**src/design/bdq_pkg.sv**
```systemverilog
`default_nettype none

package bdq_pkg;

    localparam int unsigned BDQ_DEPTH  = 16;
    localparam int unsigned BDQ_DATA_W = 32;
    localparam int unsigned BDQ_CNT_W  = $clog2(BDQ_DEPTH + 1);

    typedef enum logic [2:0] {
        OP_PUSH_FRONT = 3'd0,
        OP_PUSH_BACK  = 3'd1,
        OP_POP_FRONT  = 3'd2,
        OP_POP_BACK   = 3'd3,
        OP_SEARCH     = 3'd4,
        OP_DUMP       = 3'd5
    } op_t;

    typedef enum logic [1:0] {
        ST_OK        = 2'd0,
        ST_EMPTY     = 2'd1,
        ST_FULL      = 2'd2,
        ST_NOT_FOUND = 2'd3
    } status_t;

endpackage

`default_nettype wire

```
**src/design/bdq_if.sv**
```systemverilog
`default_nettype none

// Command channel: one beat per operation.
interface bdq_req_if
    import bdq_pkg::*;
();
    logic                          valid;
    logic                          ready;
    op_t                           op;
    logic signed [BDQ_DATA_W-1:0]  item_value;

    modport source (output valid, output op, output item_value, input ready);
    modport sink   (input valid, input op, input item_value, output ready);
endinterface

// Result channel: one or more beats per operation, last marks the final one.
interface bdq_rsp_if
    import bdq_pkg::*;
#(
    parameter int unsigned CNT_W = BDQ_CNT_W
) ();
    logic                          valid;
    logic                          ready;
    status_t                       status;
    logic signed [BDQ_DATA_W-1:0]  out_value;
    logic                          last;
    logic [CNT_W-1:0]              occupancy;

    modport source (output valid, output status, output out_value, output last,
                    output occupancy, input ready);
    modport sink   (input valid, input status, input out_value, input last,
                    input occupancy, output ready);
endinterface

`default_nettype wire

```
**src/design/bdq_ram.sv**
```systemverilog
`default_nettype none

// Simple dual-port RAM, one write and one registered read per cycle.
module bdq_ram
    import bdq_pkg::*;
#(
    parameter int unsigned DEPTH  = BDQ_DEPTH,
    parameter int unsigned ADDR_W = $clog2(DEPTH),
    parameter int unsigned DATA_W = BDQ_DATA_W
) (
    input  wire logic              clk,
    input  wire logic              wr_en,
    input  wire logic [ADDR_W-1:0] wr_addr,
    input  wire logic [DATA_W-1:0] wr_data,
    input  wire logic              rd_en,
    input  wire logic [ADDR_W-1:0] rd_addr,
    output logic      [DATA_W-1:0] rd_data
);

    logic [DATA_W-1:0] mem [DEPTH];

    always_ff @(posedge clk)
    begin
        if (wr_en)
        begin
            mem[wr_addr] <= wr_data;
        end
    end

    always_ff @(posedge clk)
    begin
        if (rd_en)
        begin
            rd_data <= mem[rd_addr];
        end
    end

endmodule

`default_nettype wire

```
**src/design/bounded_deque_with_search.sv**
```systemverilog
// Push and pop: the result is in the output register in the cycle after the beat is accepted.
// Search: walks the N held entries with one RAM read per cycle, stopping at a hit.
// Dump: one entry beat per cycle for the N entries while the sink does not stall.
// A new command is taken only when the walk unit is idle and the output slot is free.
// Reset (rst_n low, async) empties the deque: front and count go to zero.
// The entry RAM is not cleared; only entries inside the held range are ever read.
`default_nettype none

module bounded_deque_with_search
    import bdq_pkg::*;
#(
    parameter int unsigned DEPTH = BDQ_DEPTH
) (
    input  wire logic  clk,
    input  wire logic  rst_n,
    bdq_req_if.sink    req,
    bdq_rsp_if.source  rsp
);

    localparam int unsigned IDX_W = $clog2(DEPTH);
    localparam int unsigned CNT_W = $clog2(DEPTH + 1);
    localparam logic [IDX_W-1:0] LAST_IDX = IDX_W'(DEPTH - 1);
    localparam logic [CNT_W-1:0] FULL_CNT = CNT_W'(DEPTH);

    // IDLE takes commands, WALK streams RAM reads, DONE posts the search verdict.
    typedef enum logic [2:0] {
        S_IDLE = 3'b001,
        S_WALK = 3'b010,
        S_DONE = 3'b100
    } state_t;

    // Ring position base + off, both below DEPTH, so one subtract wraps it.
    function automatic logic [IDX_W-1:0] ring_add(
        input logic [IDX_W-1:0] base,
        input logic [IDX_W-1:0] off
    );
        logic [IDX_W:0] sum;
        sum = {1'b0, base} + {1'b0, off};
        if (sum >= (IDX_W+1)'(DEPTH))
        begin
            sum = sum - (IDX_W+1)'(DEPTH);
        end
        return sum[IDX_W-1:0];
    endfunction

    // Control state
    state_t                  state_reg, state_next;
    logic [IDX_W-1:0]        front_reg, front_next;
    logic [CNT_W-1:0]        count_reg, count_next;
    logic [CNT_W-1:0]        issue_reg, issue_next;   // reads issued in this walk
    logic [CNT_W-1:0]        cons_reg,  cons_next;    // read results consumed
    logic                    dv_reg,    dv_next;      // RAM read data is pending
    logic                    dump_reg,  dump_next;
    status_t                 verdict_reg, verdict_next;
    logic [BDQ_DATA_W-1:0]   key_reg,   key_next;

    // Output register
    logic                    ovalid_reg, ovalid_next;
    status_t                 ostatus_reg, ostatus_next;
    logic [BDQ_DATA_W-1:0]   ovalue_reg, ovalue_next;
    logic                    olast_reg,  olast_next;
    logic [CNT_W-1:0]        oocc_reg,   oocc_next;

    // RAM port
    logic                    wr_en;
    logic [IDX_W-1:0]        wr_addr;
    logic                    rd_en;
    logic [IDX_W-1:0]        rd_addr;
    logic [BDQ_DATA_W-1:0]   rd_data;

    logic out_free;
    logic accept;
    logic is_empty;
    logic is_full;
    logic consume;
    logic last_entry;
    logic hit;

    bdq_ram #(
        .DEPTH  (DEPTH),
        .ADDR_W (IDX_W),
        .DATA_W (BDQ_DATA_W)
    ) u_ram (
        .clk     (clk),
        .wr_en   (wr_en),
        .wr_addr (wr_addr),
        .wr_data (req.item_value),
        .rd_en   (rd_en),
        .rd_addr (rd_addr),
        .rd_data (rd_data)
    );

    assign out_free   = !ovalid_reg || rsp.ready;
    assign req.ready  = (state_reg == S_IDLE) && out_free;
    assign accept     = req.valid && req.ready;
    assign is_empty   = (count_reg == '0);
    assign is_full    = (count_reg == FULL_CNT);

    // Walk datapath: one entry pending at most, dump waits on the output slot
    assign consume    = dv_reg && (!dump_reg || out_free);
    assign last_entry = ((cons_reg + CNT_W'(1)) == count_reg);
    assign hit        = (rd_data == key_reg);
    assign rd_addr    = ring_add(front_reg, issue_reg[IDX_W-1:0]);
    assign rd_en      = (state_reg == S_WALK) && (issue_reg != count_reg)
                        && (!dv_reg || consume);

    always_comb
    begin
        state_next   = state_reg;
        front_next   = front_reg;
        count_next   = count_reg;
        issue_next   = issue_reg;
        cons_next    = cons_reg;
        dv_next      = dv_reg;
        dump_next    = dump_reg;
        verdict_next = verdict_reg;
        key_next     = key_reg;

        ovalid_next  = ovalid_reg && !rsp.ready;
        ostatus_next = ostatus_reg;
        ovalue_next  = ovalue_reg;
        olast_next   = olast_reg;
        oocc_next    = oocc_reg;

        wr_en   = 1'b0;
        wr_addr = ring_add(front_reg, count_reg[IDX_W-1:0]);

        case (state_reg)
            S_IDLE:
            begin
                if (accept)
                begin
                    // Default single-beat result; pushes/pops fix status and count
                    ovalid_next  = 1'b1;
                    ostatus_next = ST_OK;
                    ovalue_next  = '0;
                    olast_next   = 1'b1;
                    oocc_next    = count_reg;
                    case (req.op)
                        OP_PUSH_FRONT:
                        begin
                            if (is_full)
                            begin
                                ostatus_next = ST_FULL;
                            end
                            else
                            begin
                                front_next = (front_reg == '0) ? LAST_IDX
                                                               : front_reg - 1'b1;
                                wr_en      = 1'b1;
                                wr_addr    = front_next;
                                count_next = count_reg + 1'b1;
                                oocc_next  = count_next;
                            end
                        end
                        OP_PUSH_BACK:
                        begin
                            if (is_full)
                            begin
                                ostatus_next = ST_FULL;
                            end
                            else
                            begin
                                wr_en      = 1'b1;
                                count_next = count_reg + 1'b1;
                                oocc_next  = count_next;
                            end
                        end
                        OP_POP_FRONT:
                        begin
                            if (is_empty)
                            begin
                                ostatus_next = ST_EMPTY;
                            end
                            else
                            begin
                                front_next = ring_add(front_reg, IDX_W'(1));
                                count_next = count_reg - 1'b1;
                                oocc_next  = count_next;
                            end
                        end
                        OP_POP_BACK:
                        begin
                            if (is_empty)
                            begin
                                ostatus_next = ST_EMPTY;
                            end
                            else
                            begin
                                count_next = count_reg - 1'b1;
                                oocc_next  = count_next;
                            end
                        end
                        OP_SEARCH, OP_DUMP:
                        begin
                            if (is_empty)
                            begin
                                ostatus_next = ST_EMPTY;
                            end
                            else
                            begin
                                // Result beats come from the walk instead
                                ovalid_next = 1'b0;
                                state_next  = S_WALK;
                                issue_next  = '0;
                                cons_next   = '0;
                                dv_next     = 1'b0;
                                dump_next   = (req.op == OP_DUMP);
                                key_next    = req.item_value;
                            end
                        end
                        default:
                        begin
                            // unused op codes: plain ok beat
                        end
                    endcase
                end
            end

            S_WALK:
            begin
                if (rd_en)
                begin
                    issue_next = issue_reg + 1'b1;
                    dv_next    = 1'b1;
                end
                else if (consume)
                begin
                    dv_next = 1'b0;
                end

                if (consume)
                begin
                    cons_next = cons_reg + 1'b1;
                    if (dump_reg)
                    begin
                        ovalid_next  = 1'b1;
                        ostatus_next = ST_OK;
                        ovalue_next  = rd_data;
                        olast_next   = last_entry;
                        oocc_next    = count_reg;
                        if (last_entry)
                        begin
                            state_next = S_IDLE;
                            dv_next    = 1'b0;
                        end
                    end
                    else if (hit || last_entry)
                    begin
                        verdict_next = hit ? ST_OK : ST_NOT_FOUND;
                        state_next   = S_DONE;
                        dv_next      = 1'b0;
                    end
                end
            end

            S_DONE:
            begin
                if (out_free)
                begin
                    ovalid_next  = 1'b1;
                    ostatus_next = verdict_reg;
                    ovalue_next  = '0;
                    olast_next   = 1'b1;
                    oocc_next    = count_reg;
                    state_next   = S_IDLE;
                end
            end

            default:
            begin
                state_next = S_IDLE;
            end
        endcase
    end

    always_ff @(posedge clk or negedge rst_n)
    begin
        if (!rst_n)
        begin
            state_reg  <= S_IDLE;
            front_reg  <= '0;
            count_reg  <= '0;
            issue_reg  <= '0;
            cons_reg   <= '0;
            dv_reg     <= 1'b0;
            dump_reg   <= 1'b0;
            ovalid_reg <= 1'b0;
        end
        else
        begin
            state_reg  <= state_next;
            front_reg  <= front_next;
            count_reg  <= count_next;
            issue_reg  <= issue_next;
            cons_reg   <= cons_next;
            dv_reg     <= dv_next;
            dump_reg   <= dump_next;
            ovalid_reg <= ovalid_next;
        end
    end

    // Payload registers, no reset needed
    always_ff @(posedge clk)
    begin
        verdict_reg <= verdict_next;
        key_reg     <= key_next;
        ostatus_reg <= ostatus_next;
        ovalue_reg  <= ovalue_next;
        olast_reg   <= olast_next;
        oocc_reg    <= oocc_next;
    end

    assign rsp.valid     = ovalid_reg;
    assign rsp.status    = ostatus_reg;
    assign rsp.out_value = ovalue_reg;
    assign rsp.last      = olast_reg;
    assign rsp.occupancy = oocc_reg;

endmodule

`default_nettype wire

```
**src/flat_wrapper.sv**
```systemverilog
// flat-port wrapper written by rule: the top's interface ports become plain ports
module bounded_deque_with_search_flat import bdq_pkg::*;
#(
    parameter int unsigned DEPTH = BDQ_DEPTH
)
  (clk, rst_n, req_valid, req_op, req_item_value, req_ready, rsp_valid, rsp_status, rsp_out_value, rsp_last, rsp_occupancy, rsp_ready);
  bdq_req_if req_i ();
  bdq_rsp_if rsp_i ();
  input  wire logic clk;
  input  wire logic rst_n;
  input wire logic [$bits(req_i.valid)-1:0] req_valid;
  input wire logic [$bits(req_i.op)-1:0] req_op;
  input wire logic [$bits(req_i.item_value)-1:0] req_item_value;
  output wire logic [$bits(req_i.ready)-1:0] req_ready;
  output wire logic [$bits(rsp_i.valid)-1:0] rsp_valid;
  output wire logic [$bits(rsp_i.status)-1:0] rsp_status;
  output wire logic [$bits(rsp_i.out_value)-1:0] rsp_out_value;
  output wire logic [$bits(rsp_i.last)-1:0] rsp_last;
  output wire logic [$bits(rsp_i.occupancy)-1:0] rsp_occupancy;
  input wire logic [$bits(rsp_i.ready)-1:0] rsp_ready;
  assign req_i.valid = req_valid;
  assign req_i.op = req_op;
  assign req_i.item_value = req_item_value;
  assign req_ready = req_i.ready;
  assign rsp_valid = rsp_i.valid;
  assign rsp_status = rsp_i.status;
  assign rsp_out_value = rsp_i.out_value;
  assign rsp_last = rsp_i.last;
  assign rsp_occupancy = rsp_i.occupancy;
  assign rsp_i.ready = rsp_ready;
  bounded_deque_with_search #(.DEPTH(DEPTH)) u_core (.clk(clk), .rst_n(rst_n), .req(req_i), .rsp(rsp_i));
endmodule
```
**config.mk**
```make
export PLATFORM = sky130hd
export DESIGN_NAME = bounded_deque_with_search_flat
export DESIGN_NICKNAME = d
export VERILOG_FILES = /design/src/design/bdq_pkg.sv /design/src/design/bdq_if.sv /design/src/design/bdq_ram.sv /design/src/design/bounded_deque_with_search.sv /design/src/flat_wrapper.sv
export SDC_FILE = /design/constraint.sdc
export NUM_CORES = 1
export LEC_CHECK = 0
export BUFFER_PORTS_ARGS = -buffer_cell sky130_fd_sc_hd__buf_2
export CELL_PAD_IN_SITES_DETAIL_PLACEMENT = 2
export CELL_PAD_IN_SITES_GLOBAL_PLACEMENT = 2
export CORE_MARGIN = 4
export CORE_UTILIZATION = 52
export CTS_CLUSTER_DIAMETER = 150
export CTS_CLUSTER_SIZE = 14
export DETAILED_ROUTE_END_ITERATION = 10
export GPL_TIMING_DRIVEN = 0
export PLACE_DENSITY = 0.87
export SYNTH_ARGS = -nofsm -noshare
export SYNTH_HDL_FRONTEND = slang
export SYNTH_HIERARCHICAL = 1
export SYNTH_SLANG_ARGS = --single-unit
```
**constraint.sdc**
```tcl
create_clock -name clk -period 16.2 [get_ports clk]
set_input_delay 3.24 -clock clk [delete_from_list [all_inputs] [get_ports clk]]
set_output_delay 3.24 -clock clk [all_outputs]
set_load 0.02 [all_outputs]
```
==> results of run 1 <==
==> cell families after synthesis <==
kind of cell | count (synthesis)
xor gates and xnor gates | 56
AOI/OAI and AO/OA | 141
buffers and inverters | 80
adders and majority gates | 15
DFF | 642
and+or+nand+nor | 199
muxes | 133
==> synth_stat cells, drive strengths merged (3+ instances only) <==
master,count,area (µm²)
nand4,9,56.3
nor3b,5,53.8
ha,13,163
nand3,18,90.1
nand3b,6,45.0
clkbuf,27,101
nand2,53,199
nor3,8,45.0
inv,16,60.1
a21o,3,22.5
o21ai,25,125
xor2,9,78.8
xnor2,47,412
nor4,4,25.0
nor2b,5,31.3
edfxtp,617,18500
mux4,128,2880
nor2,35,131
mux2i,3,30.0
buf,37,204
a22oi,64,480
nand2b,8,50.1
and3,3,18.8
o31ai,6,45.0
o211ai,3,22.5
dfrtp,24,601
and2,36,225
a21oi,21,105
==> stage by stage <==
step | area (µm²) | util | worst slack [ns] | std cells | hold slack [ns]
after floorplan | 25200 | - | 8.66 | 1266 | 0.493
after global placement | 26300 | 0.550 | 5.83 | 1960 | 0.521
after detailed placement | 26900 | 0.562 | 8.99 | 1988 | 0.556
==> metrics, run 1 <==
Die Y 228 µm; Distinct cells, synth 62; Routability Congestion 0.792; Synth Area in Compound Gates 0.0389; Last stage 4_1_cts; simple-gate area share of the yosys netlist 0.0416; number of enable flip-flop cells after synthesis 617; HPWL after DPL 55.2 mm; Synth async-reset ratio 0.0389; H-Tree Depth 2; I/O pins 81; Rows 80; CTS-repair resized insts 0; Cell Area, Synth 25200 µm²; Synth Register Bits 642; Die Width 228 µm; # hold bufs at CTS 0; Syn Inst Count 1266; Post-Syn Nets 1320; port bufs 79; ys flop type edfxtp_1; adder-cell area share of the yosys netlist 0.00805; root buffer selected by CTS clkbuf_16; status stopped before the end; main combinational cell family by area after synthesis multiplexers; Synth Area in XOR/XNOR 0.0195; syn_area_per_cell 19.9 µm²; Post-CTS Setup Inserts 0; clock buffer depth 3; error message [ERROR DPL-0033] detailed placement checks failed during check placement.; effective utilization at floorplan 0.526; Yosys warnings 6; sequential area share after synthesis 0.761; multiplexer share of the synthesized area 0.117; CTS buffer count 51; clock sink count 642
==> run 2, diff against run 1 <==
Settings changed: CELL_PAD_IN_SITES_DETAIL_PLACEMENT 2 to unset, CELL_PAD_IN_SITES_GLOBAL_PLACEMENT 2 to unset, CORE_UTILIZATION 52 to 40, CTS_CLUSTER_DIAMETER 150 to unset, CTS_CLUSTER_SIZE 14 to unset, PLACE_DENSITY 0.87 to unset, PLACE_DENSITY_LB_ADDON set to 0.15.
==> metrics, run 2 <==
Synth async-reset ratio 0.0389 (unchanged); CP required 12.96 ns; Worst Tran Pin Value 1.17 ns; Power, Total 4880 µW; Post-Syn Nets 1320 (unchanged); RR Startpoint u_core/count_reg[0]$_DFFE_PN0P_; Worst Path Max Fanout 4; most common cell in the synthesized netlist edfxtp_1; CTS-repair resized insts 0 (unchanged); status completed; DR DRC count 0; Setup WS pre-CTS 9.11 ns (+0.121 ns); clock buffer depth 3 (unchanged); Hold Slack 0.550 ns; Routed WL per cell 26.3 µm; startpoint class of the critical path input port; HPWL after DPL 39.5 mm (-28%); Syn Inst Count 1266 (unchanged); Final Instance Area 29400 µm²; number of global-route vias before repair 13100; Rows 91 (+14%); slew margin rel. 0.222; TNS Setup 0 ns; fin nets 1503; Die Width 259 µm (+14%); Core ar. 62100 µm²; largest net degree at the start of global routing 38; reg2reg setup slack 11.63 ns; global-route wire length before repair 90.1 mm; initial antenna violation count 2; Routed WL 61.5 mm; GR Util All Layers 0.184; root buffer selected by CTS clkbuf_16; 1st-iter DRT viols 1154; worst reg2reg endpoint u_core/u_ram/mem[7][21]$_DFFE_PP_; Synth top area share 0.736 (unchanged); Hold Crit Class flip-flop to flip-flop; CTS clk-pin slew, worst paths 0.06 ns; part of the cycle the worst path needs 0.437; PnR worst setup slack 9.12 ns; Die ar. 67000 µm²; Final min period 7.08 ns; Worst Skew 0.0194 ns; Top reg by flops u_core/u_ram/mem; layout cells sized above 1 0.262; Post-CTS Setup Inserts 0 (unchanged); Worst EP arrival 3.84 ns; most frequent cells in the layout edfxtp_1, mux4_2, buf_2; DR vias/cell 5.45; dpl cell area 27200 µm² (+1.3%); # hold bufs at CTS 0 (unchanged); ys flop type edfxtp_1; P&R area growth vs syn 16.9%; final hold violations 0; commonest non-fill, non-tap cell in the layout edfxtp_1; Final Setup Violations 0; sequential area share after synthesis 0.761 (unchanged); I/O pins 81 (unchanged); Die Y 259 µm (+14%); Distinct cells, synth 62 (unchanged); maximum capacitance violations 0; H-Tree Depth 3 (+1); port bufs 79 (unchanged); CTS buffer count 70 (+37%); DR pass1 iterations 5; leakage 0.00955 µW; CTS tree yes; grt total ovfl 0; crit path kind input port to output pin; Max Clock Freq 141 MHz; clock sink count 642 (unchanged); worst vdd ir 0.0881 mV; cells on worst reg2reg path 10; via count 12700; post-route ant nets 0; number of enable flip-flop cells after synthesis 617 (unchanged); largest cells by area after synthesis edfxtp_1, mux4_2, dfrtp_1; Synth Register Bits 642 (unchanged); synth cell count leaders edfxtp_1, mux4_2, a22oi_1, nand2_1, xnor2_1; hold_sp u_core/cons_reg[1]$_DFFE_PN0P_; Hold Path End u_core/cons_reg[1]$_DFFE_PN0P_; Yosys warnings 6 (unchanged); effective utilization at floorplan 0.406 (-0.120); Skew-Pair Late Insertion Delay 0.60 ns; PwrDens 166 nW/µm²; Final Max Tran Viols 0; top cell type by total area after synthesis edfxtp_1; Cell Area, Synth 25200 µm² (unchanged); RSZ-0062 raised after global routing no; cell depth of the worst min-delay path 2; Setup crit end kind output pin; max reg flops 512; Routability Congestion 0.772 (-2.5%); syn_area_per_cell 19.9 µm² (unchanged)
## run 2: critical path: stages
cell	delay (ns)
buf_2	0.11
nand2b_1	0.17
and2_1	0.17
buf_2	0.15
## run 2: per-layer routing
| layer | vias up | part of all wire | global-route usage |
|---|---|---|---|
| li1 | 5530 | - | - |
| met1 | 6787 | 0.44 | 0.260 |
| met2 | 344 | 0.48 | 0.298 |
| met3 | 81 | 0.058 | 0.0336 |
| met4 | 0 | 0.020 | 0.0538 |
| met5 | - | 0 | 0 |
## run 2: where the power goes
| group | switching, µW | internal, µW |
|---|---|---|
| Clock | 637 | 886 |
| Combinational | 801 | 594 |
| Sequential | 31.3 | 1930 |
| Total | 1470 | 3410 |
## run 2: logic make-up (layout without fill, tap and decap cells)
logic type	count (synthesis)	count (layout)	share of synthesized area
buf+inv	80	315	0.0145
flops	642	642	0.761
compound gates	141	141	0.0389
fa+ha+maj	15	15	0.00805
mux	133	133	0.117
other cells	0	1	0
xor+xnor	56	56	0.0195
simple gates	199	199	0.0416
## run 2: final cells by class
type	count	area [µm²]
Antenna cell	1	2.50
Buffer	64	305
Clock buffer	85	1870
Clock inverter	39	307
Fill cell	5151	32600
Inverter	16	60.1
Multi-Input combinational cell	544	5780
Sequential cell	642	19200
Tap cell	837	1050
Timing Repair Buffer	111	906
## run 2: worst max-delay path by stage
stage | end | startpoint | cells past startpoint
after floorplan | u_core/u_ram/mem[0][0]$_DFFE_PP_ | req_op[1] | 6
after global placement | u_core/u_ram/mem[0][18]$_DFFE_PP_ | rsp_ready | 8
after detailed placement | req_ready | rsp_ready | 4
after CTS | req_ready | rsp_ready | 4
after global routing | req_ready | rsp_ready | 4
final | req_ready | rsp_ready | 4
## run 2: stage by stage
step                       util  std cells
after floorplan               -       1266
after global placement    0.429       2182
after detailed placement  0.439       2214
after CTS                 0.474       2338
after global routing      0.474       2338
final                     0.474       2339
No activity file was read; power rests on OpenSTA's default activity.
==> run 3, diff against run 2 <==
Settings changed: ABC_AREA set to 1.
Clock period 16.2 ns to 7.05 ns, I/O delays scaled along.
==> metrics, run 3 <==
status completed; Max Clock Freq 253 MHz; register share of total power 0.293 (-0.109); Routed WL per cell 21.1 µm (-20%); dpl cell area 30300 µm² (+11%); port bufs 80 (+1.3%); DR DRC count 0 (unchanged); startpoint class of the critical path input port; Clk network pwr share 0.229 (-0.083); multiplexer share of the synthesized area 0.00111 (-0.115); RR Startpoint u_core/count_reg[1]$_DFFE_PN0P_; ys flop type edfxtp_1; CTS clk-pin slew, worst paths 0.06 ns (about the same); Routability Congestion 0.813 (+5.3%); root buffer selected by CTS clkbuf_16; largest cells by area after synthesis edfxtp_1, nand2_1, nand3_1; Post-CTS Setup Inserts 0 (unchanged); synth cell count leaders nand2_1, edfxtp_1, inv_1, nand3_1, nor2_1; HPWL after DPL 53.6 mm (+36%); most common cell in the synthesized netlist nand2_1; most frequent cells in the layout nand2_1, edfxtp_1, inv_1; fin nets 2891 (+92%); main combinational cell family by area after synthesis simple AND/OR/NAND/NOR gates; placed cells 3703 (+67%); DR vias/cell 4.96 (-9.0%); max reg flops 512 (unchanged); largest net degree at the start of global routing 26 (-32%); I/O pins 81 (unchanged); Hold Path End u_core/state_reg[1]$_DFFE_PN0P_; grt total ovfl 0 (unchanged); Worst EP arrival 4.24 ns (+0.40 ns); CTS buffer count 72 (+2.9%); Rows 97 (+6.6%); slew margin rel. 0.319 (+0.0964); Skew-Pair Late Insertion Delay 0.61 ns (about the same); GR Util All Layers 0.215 (+0.0304); Finished Layout Cells 3831 (+64%); Die Width 273 µm (+5.6%); Setup crit end kind flip-flop; clock buffer depth 3 (unchanged); Final Setup Violations 0 (unchanged); Logic pwr share 0.478 (+0.192); syn_area_per_cell 10.6 µm² (-47%); post-route ant nets 0 (unchanged); Synth top area share 0.658 (-0.0784); Worst Tran Pin Value 1.02 ns (-0.143 ns); final hold violations 0 (unchanged); Synth async-reset ratio 0.0389 (unchanged); H-Tree Depth 3 (unchanged); DR pass1 iterations 5 (unchanged); P&R area growth vs syn 16.0%; Power, Total 16400 µW (+240%); Worst Skew 0.0262 ns (+0.00676 ns); layout cells sized above 1 0.116 (-0.146); Die Y 273 µm (+5.6%); commonest non-fill, non-tap cell in the layout nand2_1; reg2reg setup slack 3.14 ns (-8.49 ns); RSZ-0062 raised after global routing no; CP required 7.34 ns (-5.62 ns); Final min period 3.95 ns; worst reg2reg endpoint u_core/u_ram/mem[9][22]$_DFFE_PP_; Core ar. 69900 µm² (+13%); via count 19000 (+49%); Synth Area in Compound Gates 0.0106 (-0.0283); Yosys warnings 6 (unchanged); number of global-route vias before repair 18300 (+40%); PwrDens 502 nW/µm² (+200%); hold_sp u_core/state_reg[1]$_DFFE_PN0P_; adder-cell area share of the yosys netlist 0.00719 (-0.000857); clock sink count 642 (unchanged); Syn Inst Count 2659 (+110%); Routed WL 81.0 mm (+32%); crit path kind input port to flip-flop; cells on worst reg2reg path 11 (+1); Final Max Tran Viols 0 (unchanged); Worst Path Max Fanout 18 (+14); top cell type by total area after synthesis edfxtp_1; # fillers 6424 (+25%); CTS-repair resized insts 0 (unchanged); simple-gate area share of the yosys netlist 0.198 (+0.157); initial antenna violation count 0 (-2); Synth Register Bits 642 (unchanged); effective utilization at floorplan 0.403 (-0.00267); Post-Syn Nets 2713 (+110%); number of enable flip-flop cells after synthesis 617 (unchanged); ant diodes 0 (-1); cell depth of the worst min-delay path 2 (unchanged); part of the cycle the worst path needs 0.561; leakage 0.0137 µW (+44%); # hold bufs at CTS 0 (unchanged); Top reg by flops u_core/u_ram/mem; Final Instance Area 32700 µm² (+11%); Synth Area in XOR/XNOR 0.0131 (-0.00643); Hold Crit Class flip-flop to flip-flop; Power Internal 9130 µW (+170%); 1st-iter DRT viols 1422 (+23%); Die ar. 74700 µm² (+12%); maximum capacitance violations 0 (unchanged); worst vdd ir 0.345 mV (+290%); switching share of power 0.443 (+0.142); Distinct cells, synth 47 (-24%); switching power 7270 µW (+400%); Cell Area, Synth 28200 µm² (+12%); global-route wire length before repair 118 mm (+31%); CTS tree yes; sequential area share after synthesis 0.680 (-0.0810)
-- run 3: cell count changes after synthesis, moves of 36 or more --
cell     before  now
inv_1        15  467
a22oi_1      64    1
and2_1       36    0
nand2_1      53  794
mux4_2      128    0
nor2_1       35   87
nand3_1      18  404
-- run 3: routing by layer --
layer,global-route usage,wire length [µm],share of wire,up-vias
met5,0,0,0,-
met4,0.0647,1870,0.023,0
met3,0.0309,4220,0.052,118
met2,0.362,39200,0.48,548
met1,0.290,35700,0.44,9354
li1,-,-,-,8981
-- run 3: critical path: stages --
cell and delay (ns):
buf_2 0.14, nor3_1 0.22, nand2_1 0.12, nor2_1 0.37, mux2i_1 0.51, nand3b_1 0.43, nor2_4 0.75, buf_12 0.26
-- run 3: logic make-up (layout without fill, tap and decap cells) --
family	after synthesis	in the layout
fa+ha+maj	15	15
xor+xnor	42	42
mux	3	3
simple gates	1318	1318
compound gates	51	51
flops	642	642
buf+inv	588	820
-- run 3: layout make-up --
type	instances	area, µm²	share of cell area
plain buffers	113	748	0.0229
clock inverters	39	432	0.0132
clock buffers	89	1910	0.0584
flip-flops and latches	642	19200	0.586
well taps	940	1180	0.0360
multi-input cells	1429	6610	0.202
inverters	475	1790	0.0548
repair buffers	104	855	0.0262
-- run 3: power groups by stage --
stage	registers, µW	clock network (µW)	logic, µW
6_report	4800	3750	7840
5_1_grt	4830	4000	8450
4_1_cts	4800	3840	7820
3_5_place_dp	4880	0	7780
3_3_place_gp	4870	0	7480
2_1_floorplan	5040	0	4510
-- run 3: worst max-delay path by stage --
stage                                    start                                     end  slack [ns]  depth (start not counted)
6_report                             req_op[0]       u_core/u_ram/mem[9][22]$_DFFE_PP_        3.10                          8
5_1_grt        u_core/count_reg[1]$_DFFE_PN0P_       u_core/u_ram/mem[13][8]$_DFFE_PP_        2.84                         12
4_1_cts        u_core/count_reg[1]$_DFFE_PN0P_      u_core/u_ram/mem[13][11]$_DFFE_PP_        3.19                         12
3_5_place_dp                         req_op[0]      u_core/u_ram/mem[13][13]$_DFFE_PP_        2.55                          9
3_3_place_gp                         rsp_ready  u_core/rsp.out_value[13]$_SDFFCE_PN0P_       -3.37                          7
2_1_floorplan                        rsp_ready           u_core/rsp.last$_SDFFCE_PN1P_        0.80                          6
-- run 3: stage by stage --
step	hold WS, ns	utilization	setup TNS [ns]	setup slack (ns)
global placement	0.488	0.426	-134.41	-3.37
global route	0.579	0.467	0	2.84
CTS	0.541	0.467	0	3.19
detailed placement	0.526	0.434	0	2.55
finish	0.538	0.467	0	3.10
floorplan	0.463	-	0	0.799
